## src/hdl/tfz_pkg.sv

```systemverilog
// Shared types and constants for the triangular membership fuzzifier.
`default_nettype none

package tfz_pkg;

  localparam int FRAC_W  = 16;
  localparam int SHARE_W = 17;
  localparam int PCT_W   = 23;
  localparam int CFG_W   = 4;
  localparam int CAT_W   = 3;
  localparam int MEMB_W  = 17;

  localparam logic [6:0]         PERCENT = 7'd100;
  localparam logic [SHARE_W-1:0] ONE_Q16 = 17'h10000;

  typedef struct packed {
    logic                    req_type;
    logic [CAT_W-1:0]        cat_index;
    logic signed [15:0]      low_point;
    logic signed [15:0]      mid_point;
    logic signed [15:0]      high_point;
    logic signed [15:0]      sample;
    logic [15:0]             rand_word;
  } req_t;

  typedef struct packed {
    logic [CAT_W-1:0]  category;
    logic [MEMB_W-1:0] membership;
    logic              chosen;
    logic              out_of_range;
    logic              last;
  } res_t;

  typedef struct packed {
    logic signed [15:0] low_point;
    logic signed [15:0] mid_point;
    logic signed [15:0] high_point;
  } bp_t;

  typedef enum logic [1:0] {
    RAMP_ZERO,
    RAMP_PEAK,
    RAMP_RISE,
    RAMP_FALL
  } ramp_t;

  typedef enum logic [3:0] {
    ST_IDLE,
    ST_P1_RD,
    ST_P1_EVAL,
    ST_P1_DIV,
    ST_P1_ACC,
    ST_CHECK,
    ST_MOD,
    ST_P2_RD,
    ST_P2_EVAL,
    ST_P2_DIV,
    ST_EMIT,
    ST_ZERO
  } state_t;

endpackage

`default_nettype wire

```

## src/hdl/tfz_ram.sv

```systemverilog
// Generic single-write, single-read RAM with registered read data.
`default_nettype none

module tfz_ram #(
  parameter int WIDTH = 16,
  parameter int DEPTH = 8
) (
  input  logic                                    clk,
  input  logic                                    we,
  input  logic [((DEPTH > 1) ? $clog2(DEPTH) : 1)-1:0] waddr,
  input  logic [WIDTH-1:0]                        wdata,
  input  logic                                    re,
  input  logic [((DEPTH > 1) ? $clog2(DEPTH) : 1)-1:0] raddr,
  output logic [WIDTH-1:0]                        rdata
);

  logic [WIDTH-1:0] mem [DEPTH];

  always_ff @(posedge clk) begin
    if (we) begin
      mem[waddr] <= wdata;
    end
    if (re) begin
      rdata <= mem[raddr];
    end
  end

endmodule

`default_nettype wire

```

## src/hdl/tfz_div.sv

```systemverilog
// Shared restoring divider, one quotient bit per cycle.
`default_nettype none

module tfz_div #(
  parameter int DW = 26
) (
  input  logic                       clk,
  input  logic                       rst,
  input  logic                       start,
  input  logic [DW-1:0]              rem_init,
  input  logic [tfz_pkg::FRAC_W-1:0] num_bits,
  input  logic [DW-1:0]              den,
  output logic                       done,
  output logic [tfz_pkg::FRAC_W-1:0] quo,
  output logic [DW-1:0]              rem
);

  import tfz_pkg::*;

  localparam int SW = $clog2(FRAC_W + 1);

  logic              running;
  logic [SW-1:0]     steps;
  logic [FRAC_W-1:0] bits;
  logic [DW-1:0]     den_r;
  logic [DW:0]       trial;
  logic              take;

  assign trial = {rem, bits[FRAC_W-1]};
  assign take  = (trial >= {1'b0, den_r});

  always_ff @(posedge clk) begin
    if (rst) begin
      running <= 1'b0;
      done    <= 1'b0;
      steps   <= '0;
    end else begin
      done <= 1'b0;
      if (start) begin
        running <= 1'b1;
        steps   <= SW'(FRAC_W);
      end else if (running) begin
        if (steps == SW'(1)) begin
          running <= 1'b0;
          done    <= 1'b1;
        end
        steps <= steps - SW'(1);
      end
    end
  end

  always_ff @(posedge clk) begin
    if (start) begin
      rem   <= rem_init;
      bits  <= num_bits;
      den_r <= den;
      quo   <= '0;
    end else if (running) begin
      rem  <= take ? DW'(trial - {1'b0, den_r}) : trial[DW-1:0];
      bits <= {bits[FRAC_W-2:0], 1'b0};
      quo  <= {quo[FRAC_W-2:0], take};
    end
  end

endmodule

`default_nettype wire

```

## src/hdl/triangular_fuzzifier.sv

```systemverilog
// Top level: triangular membership fuzzifier with weighted category pick.
// Load transaction: busy stays low. Fuzzify transaction: busy from accept until the last result;
// the shared 16-step divider serves the share, modulo and normalize divisions in turn.
// One transaction at a time; results come one per strobe and cannot be stalled.
// Reset clears the controller and the category count; breakpoints are undefined until loaded.
`default_nettype none

module triangular_fuzzifier #(
  parameter int MAX_CATEGORIES = 8
) (
  input  logic                      clk,
  input  logic                      rst,
  input  logic                      start,
  output logic                      busy,
  input  tfz_pkg::req_t             req,
  output logic                      result_valid,
  output tfz_pkg::res_t             result,
  input  logic                      cfg_valid,
  output logic                      cfg_ready,
  input  logic [tfz_pkg::CFG_W-1:0] cfg_data
);

  import tfz_pkg::*;

  localparam int AW = (MAX_CATEGORIES > 1) ? $clog2(MAX_CATEGORIES) : 1;
  localparam int CW = $clog2(MAX_CATEGORIES + 1);
  localparam int TW = PCT_W + $clog2(MAX_CATEGORIES);
  localparam int WW = TW - FRAC_W;

  state_t state, state_next;

  logic [CFG_W-1:0]    num_categories;
  logic [CW-1:0]       count_sat;
  logic [CW-1:0]       count_r;
  logic [AW-1:0]       idx;
  logic signed [15:0]  sample_r;
  logic [15:0]         rand_r;
  logic [SHARE_W-1:0]  share;
  logic [TW-1:0]       total;
  logic [TW-1:0]       limit;
  logic [TW-1:0]       run;
  logic                found;
  logic                chosen_r;
  logic [MEMB_W-1:0]   memb;

  logic accept_load, accept_fz, load_ok, last_idx;

  logic                bp_we, bp_re;
  logic [$bits(bp_t)-1:0] bp_rdata;
  bp_t                 bp_wr, bp;
  logic                pct_we, pct_re;
  logic [PCT_W-1:0]    pct_val, pct_rdata;

  logic                div_start, div_done;
  logic [TW-1:0]       div_init, div_den, div_rem;
  logic [FRAC_W-1:0]   div_bits, div_quo;

  ramp_t               ramp;
  logic signed [16:0]  xs, lo, mi, hi;
  logic signed [16:0]  d_xl, d_ml, d_hx, d_hm;
  logic [WW-1:0]       whole;
  logic [TW-1:0]       run_sum;
  logic                hit;

  assign accept_load = start && !busy && !req.req_type;
  assign accept_fz   = start && !busy && req.req_type;
  assign load_ok     = (int'(req.cat_index) < MAX_CATEGORIES);
  assign last_idx    = ((CW'(idx) + CW'(1)) == count_r);

  always_comb begin
    if (int'(num_categories) > MAX_CATEGORIES) begin
      count_sat = CW'(MAX_CATEGORIES);
    end else begin
      count_sat = CW'(num_categories);
    end
  end

  assign bp_wr.low_point  = req.low_point;
  assign bp_wr.mid_point  = req.mid_point;
  assign bp_wr.high_point = req.high_point;
  assign bp               = bp_t'(bp_rdata);

  tfz_ram #(
    .WIDTH ($bits(bp_t)),
    .DEPTH (MAX_CATEGORIES)
  ) u_bp_ram (
    .clk   (clk),
    .we    (bp_we),
    .waddr (AW'(req.cat_index)),
    .wdata (bp_wr),
    .re    (bp_re),
    .raddr (idx),
    .rdata (bp_rdata)
  );

  tfz_ram #(
    .WIDTH (PCT_W),
    .DEPTH (MAX_CATEGORIES)
  ) u_pct_ram (
    .clk   (clk),
    .we    (pct_we),
    .waddr (idx),
    .wdata (pct_val),
    .re    (pct_re),
    .raddr (idx),
    .rdata (pct_rdata)
  );

  tfz_div #(
    .DW (TW)
  ) u_div (
    .clk      (clk),
    .rst      (rst),
    .start    (div_start),
    .rem_init (div_init),
    .num_bits (div_bits),
    .den      (div_den),
    .done     (div_done),
    .quo      (div_quo),
    .rem      (div_rem)
  );

  assign xs   = {sample_r[15], sample_r};
  assign lo   = {bp.low_point[15], bp.low_point};
  assign mi   = {bp.mid_point[15], bp.mid_point};
  assign hi   = {bp.high_point[15], bp.high_point};
  assign d_xl = xs - lo;
  assign d_ml = mi - lo;
  assign d_hx = hi - xs;
  assign d_hm = hi - mi;

  always_comb begin
    if (xs <= lo || xs >= hi) begin
      ramp = RAMP_ZERO;
    end else if (xs > mi) begin
      ramp = RAMP_FALL;
    end else if (xs == mi) begin
      ramp = RAMP_PEAK;
    end else begin
      ramp = RAMP_RISE;
    end
  end

  assign pct_val = PCT_W'(share) * PCT_W'(PERCENT);
  assign whole   = total[TW-1:FRAC_W];
  assign run_sum = run + TW'(pct_rdata);
  assign hit     = !found && (run_sum >= limit);

  always_comb begin
    state_next = state;
    case (state)
      ST_IDLE: begin
        if (accept_fz) begin
          state_next = (count_sat == '0) ? ST_ZERO : ST_P1_RD;
        end
      end
      ST_P1_RD: state_next = ST_P1_EVAL;
      ST_P1_EVAL: begin
        if (ramp == RAMP_RISE || ramp == RAMP_FALL) begin
          state_next = ST_P1_DIV;
        end else begin
          state_next = ST_P1_ACC;
        end
      end
      ST_P1_DIV: begin
        if (div_done) begin
          state_next = ST_P1_ACC;
        end
      end
      ST_P1_ACC: state_next = last_idx ? ST_CHECK : ST_P1_RD;
      ST_CHECK: begin
        if (total == '0) begin
          state_next = ST_ZERO;
        end else if (whole == '0) begin
          state_next = ST_P2_RD;
        end else begin
          state_next = ST_MOD;
        end
      end
      ST_MOD: begin
        if (div_done) begin
          state_next = ST_P2_RD;
        end
      end
      ST_P2_RD: state_next = ST_P2_EVAL;
      ST_P2_EVAL: begin
        state_next = (TW'(pct_rdata) == total) ? ST_EMIT : ST_P2_DIV;
      end
      ST_P2_DIV: begin
        if (div_done) begin
          state_next = ST_EMIT;
        end
      end
      ST_EMIT: state_next = last_idx ? ST_IDLE : ST_P2_RD;
      ST_ZERO: state_next = ST_IDLE;
      default: state_next = ST_IDLE;
    endcase
  end

  always_comb begin
    busy         = (state != ST_IDLE);
    cfg_ready    = (state == ST_IDLE);
    bp_we        = accept_load && load_ok;
    bp_re        = (state == ST_P1_RD);
    pct_we       = (state == ST_P1_ACC);
    pct_re       = (state == ST_P2_RD);
    div_start    = 1'b0;
    div_init     = '0;
    div_bits     = '0;
    div_den      = '0;
    result_valid = 1'b0;
    result       = '0;
    case (state)
      ST_P1_EVAL: begin
        if (ramp == RAMP_RISE) begin
          div_start = 1'b1;
          div_init  = TW'(d_xl[15:0]);
          div_den   = TW'(d_ml[15:0]);
        end else if (ramp == RAMP_FALL) begin
          div_start = 1'b1;
          div_init  = TW'(d_hx[15:0]);
          div_den   = TW'(d_hm[15:0]);
        end
      end
      ST_CHECK: begin
        div_start = (total != '0) && (whole != '0);
        div_bits  = rand_r;
        div_den   = TW'(whole);
      end
      ST_P2_EVAL: begin
        div_start = (TW'(pct_rdata) != total);
        div_init  = TW'(pct_rdata);
        div_den   = total;
      end
      ST_EMIT: begin
        result_valid        = 1'b1;
        result.category     = CAT_W'(idx);
        result.membership   = memb;
        result.chosen       = chosen_r;
        result.out_of_range = 1'b0;
        result.last         = last_idx;
      end
      ST_ZERO: begin
        result_valid        = 1'b1;
        result.out_of_range = 1'b1;
        result.last         = 1'b1;
      end
      default: ;
    endcase
  end

  always_ff @(posedge clk) begin
    if (rst) begin
      state          <= ST_IDLE;
      num_categories <= '0;
    end else begin
      state <= state_next;
      if (cfg_valid && cfg_ready) begin
        num_categories <= cfg_data;
      end
    end
  end

  always_ff @(posedge clk) begin
    case (state)
      ST_IDLE: begin
        if (accept_fz) begin
          sample_r <= req.sample;
          rand_r   <= req.rand_word;
          count_r  <= count_sat;
          idx      <= '0;
          total    <= '0;
        end
      end
      ST_P1_EVAL: begin
        if (ramp == RAMP_ZERO) begin
          share <= '0;
        end else if (ramp == RAMP_PEAK) begin
          share <= ONE_Q16;
        end
      end
      ST_P1_DIV: begin
        if (div_done) begin
          share <= {1'b0, div_quo};
        end
      end
      ST_P1_ACC: begin
        total <= total + TW'(pct_val);
        if (!last_idx) begin
          idx <= idx + AW'(1);
        end
      end
      ST_CHECK: begin
        limit <= '0;
        idx   <= '0;
        run   <= '0;
        found <= 1'b0;
      end
      ST_MOD: begin
        if (div_done) begin
          limit <= {div_rem[WW-1:0], {FRAC_W{1'b0}}};
        end
      end
      ST_P2_EVAL: begin
        run      <= run_sum;
        chosen_r <= hit;
        found    <= found || hit;
        if (TW'(pct_rdata) == total) begin
          memb <= ONE_Q16;
        end
      end
      ST_P2_DIV: begin
        if (div_done) begin
          memb <= {1'b0, div_quo};
        end
      end
      ST_EMIT: begin
        if (!last_idx) begin
          idx <= idx + AW'(1);
        end
      end
      default: ;
    endcase
  end

  a_result_busy: assert property (@(posedge clk) disable iff (rst)
    result_valid |-> busy)
    else $error("result strobe outside a transaction");

  a_oor_last: assert property (@(posedge clk) disable iff (rst)
    (result_valid && result.out_of_range) |-> result.last)
    else $error("out-of-range result not marked last");

  a_last_idle: assert property (@(posedge clk) disable iff (rst)
    (result_valid && result.last) |=> !busy)
    else $error("busy after final result");

  a_div_done_wait: assert property (@(posedge clk) disable iff (rst)
    div_done |-> (state == ST_P1_DIV || state == ST_MOD || state == ST_P2_DIV))
    else $error("divider finished outside a wait state");

endmodule

`default_nettype wire
```

## config.mk

```make
export PLATFORM = sky130hd
export DESIGN_NAME = triangular_fuzzifier
export DESIGN_NICKNAME = d
export VERILOG_FILES = /design/src/hdl/tfz_pkg.sv /design/src/hdl/tfz_ram.sv /design/src/hdl/tfz_div.sv /design/src/hdl/triangular_fuzzifier.sv
export SDC_FILE = /design/constraint.sdc
export NUM_CORES = 1
export LEC_CHECK = 0
export BUFFER_PORTS_ARGS = -buffer_cell sky130_fd_sc_hd__buf_2
export CORE_AREA = 4 4 272 274
export CTS_CLUSTER_SIZE = 40
export DETAILED_ROUTE_END_ITERATION = 6
export DIE_AREA = 0 0 276 278
export PLACE_DENSITY_LB_ADDON = 0.25
export SYNTH_ARGS = -nofsm -noshare
export SYNTH_HDL_FRONTEND = slang
export SYNTH_HIERARCHICAL = 1
export SYNTH_SLANG_ARGS = --single-unit
export TNS_END_PERCENT = 10
```

## constraint.sdc

```tcl
create_clock -name clk -period 5.87 [get_ports clk]
set_input_delay 0.587 -clock clk [delete_from_list [all_inputs] [get_ports clk]]
set_output_delay 0.587 -clock clk [all_outputs]
set_load 0.01 [all_outputs]
```

==> impl_metrics.tcl <==
set metrics [dict create \
    post-route-min-period_ns 5.58 \
    die_x_um 276 \
    gp_congestion 0.896 \
    dp_hpwl_um 66900 \
    synth-warning-count 6 \
    final_util_pct 67.3 \
    synth_area_sq_mm 0.0433 \
    initial_core_util_pct 60.6 \
    routed_via_density 6.19 \
    stdcell_count 4154 \
    ir_worst_vdd_uv 347 \
    worst_pin_slew_ns 1.33 \
    grt_antenna_before_repair 8 \
    final_common_cell "edfxtp_1" \
    dp_cells 3986 \
    fin_tns_setup_ns 0 \
    async_reset_ff_share_pct 0 \
    multi_input_area_sq_mm 0.0164 \
    clock_latency_ns 0.68 \
    nets 3454 \
    core-area_sq_mm 0.0714 \
    final.fill_count 4895 \
    grt_start_max_net_pins 98 \
    drive_gt1_share_pct 17.5 \
    regArea_sq_mm 0.0259 \
    hold_viol_final 0 \
    syn_to_final_growth_pct 11.0 \
    syn-mean-instance-area_sq_um 14.6 \
    numCtsBuffers 88 \
    arrival_ns 5.98 \
    total_power_uw 23100 \
    maxCapViolCount 0 \
    crit_required_ns 6.27 \
    ff2ff_setup_slack_ns 0.29 \
    port_buffers 117 \
    power_per_cell_area_mw_per_mm2 481 \
    cts_tree "built" \
    dieArea_sq_mm 0.0767 \
    die_h_um 278 \
    fmax_mhz 179 \
    grt_util_met2_pct 44.1 \
    startpoint_type "register" \
    clkSlewWorstSetupHoldPaths_ns 0.06 \
    relSlewSlack_pct 10.7 \
    end_kind "register" \
    holdCritPathClass "primary input to register" \
    leakage_uw 0.0177 \
    crit_path_max_fanout 9 \
    synth_seq_area_share_pct 59.9 \
    yosys_register_bits 873 \
    clk_path_buf_depth 3 \
    worst-setup-path-type "register to register" \
    use_met3_pct 3.63 \
    mostFrequentLayoutCells "842 x edfxtp_1, 214 x ha_1, 175 x inv_1" \
    layout_setup_ws_ns 0.288 \
    wl_um 101000 \
    cts.htree.levels 3 \
    ioPinCount 118 \
    grt.busiest_layer "met2" \
    ys.flop_type "edfxtp_1" \
    finalCritPeriodShare_pct 95.1 \
    setup_viol 0 \
    grt_pass1_vias 26300 \
    overflow 0 \
    maxSlewViolCount 0 \
    clockRootBuffer "clkbuf_16" \
    grt_pass1_wl_um 155000 \
    antenna_left 0 \
    drc 0 \
    place_ws_ns 0.269 \
    rows 98 \
    syn-instance-count 2972 \
    via_count 25700 \
    ys_types 97 \
    fin_skew_ns 0.0756 \
    drtPass1Iterations 5 \
    drtIter0Drc 2141 \
    synth_edf_count 842 \
    clock-sinks 873 \
    wl_per_cell_um 24.3 \
    track_usage_pct 26.0 \
    use_met1_pct 34.8 \
    status "complete, no violations" \
]
## state kept, by name, summed over array words and instances (netlist names), 5 cells and up
register	flops
u_bp_ram/mem	384
u_pct_ram/mem	184
u_bp_ram/rdata	48
run	26
u_div/den_r	26
u_div/rem	26
total	24
u_pct_ram/rdata	23
memb	17
share	17
rand_r	16
sample_r	16
u_div/bits	16
u_div/quo	16
limit	10
u_div/steps	5
## repair_timing
| action | 4_1_cts | 5_1_grt |
|---|---|---|
| hold buffers | 0 | 0 |
| gates resized for setup | 0 | 6 |
| setup buffers | 0 | 3 |
| endpoints found under the setup margin | 0 | 6 |
## synth_stat cells (38+ instances only)
cell type	number	area, sq um
a21o_1	50	375
a21oi_1	104	521
and2_1	103	644
clkbuf_1	55	206
edfxtp_1	842	25300
ha_1	214	2680
inv_1	176	661
mux2_2	48	541
mux2_4	40	601
mux4_1	40	1050
mux4_2	102	2300
nand2_1	140	526
nand2b_1	38	238
nand3_1	41	205
nor2_1	171	642
nor3_1	46	230
o21ai_0	80	400
xnor2_1	89	780
xor2_1	63	552
## routing by layer
layer	vias to the layer above	part of all wire, %
li1	11700	-
met1	12900	41
met2	897	49
met3	201	6.1
met4	10	4.0
met5	-	0.065
## per-stage QoR
| stage | hold WS, ns | instance area, sq um |
|---|---|---|
| after CTS | 0.0646 | 48000 |
| final | 0.106 | 48000 |
| after global placement | 0.460 | 45000 |
| after floorplan | 0.444 | 43300 |
| after detailed placement | 0.471 | 45000 |
| after global routing | 0.0758 | 48000 |
## kinds of logic after synthesis
kind of cell               Yosys count  synth area share [%]
other                                1               0.00867
DFF                                873                  59.9
xor gates and xnor gates           152                  3.08
and+or+nand+nor                    700                  8.28
adders and majority gates          233                  7.07
buffers and inverters              286                  2.95
AOI/OAI and AO/OA                  468                  7.69
muxes                              259                  11.1
## path summary, 6_finish.rpt
kind	startpoint	endpoint	cells past startpoint
setup reg to reg	share[2]	total[23]	19
setup / recovery	share[2]	total[23]	19
hold / removal	req[19]	sample_r[3]	1
hold reg to reg	num_categories[2]	num_categories[2]	2
## layout make-up
type,count,area share [%]
antenna,3,0.0156
clock buffer,113,4.91
clock inverter,49,1.27
inverter,177,1.38
multi-input combinational,1831,34.1
sequential,873,53.9
tap,950,2.48
timing repair buffer,158,1.94
## worst max-delay path, stage by stage, from the launching register on
cell      delay (ns)
edfxtp_1        0.53
ha_1            0.34
ha_1            0.31
fa_1            0.46
ha_1            0.34
inv_1           0.07
o31ai_1         0.43
o41ai_1         0.16
o21ai_0         0.40
o31ai_1         0.17
xnor2_2         0.35
ha_1            0.36
a21o_1          0.22
a21o_1          0.22
a21o_1          0.22
a21o_1          0.20
nor3_1          0.15
a21bo_2         0.18
xor2_1          0.16
nor2_1          0.05
## where the power goes
part / leakage (uW) / switching [uW] / total, uW / internal (uW)
Clock: 0.00144 / 2430 / 5670 / 3240
Sequential: 0.00786 / 443 / 8590 / 8150
Combinational: 0.00837 / 5250 / 8840 / 3580
No activity file was read; power rests on OpenSTA's default activity.
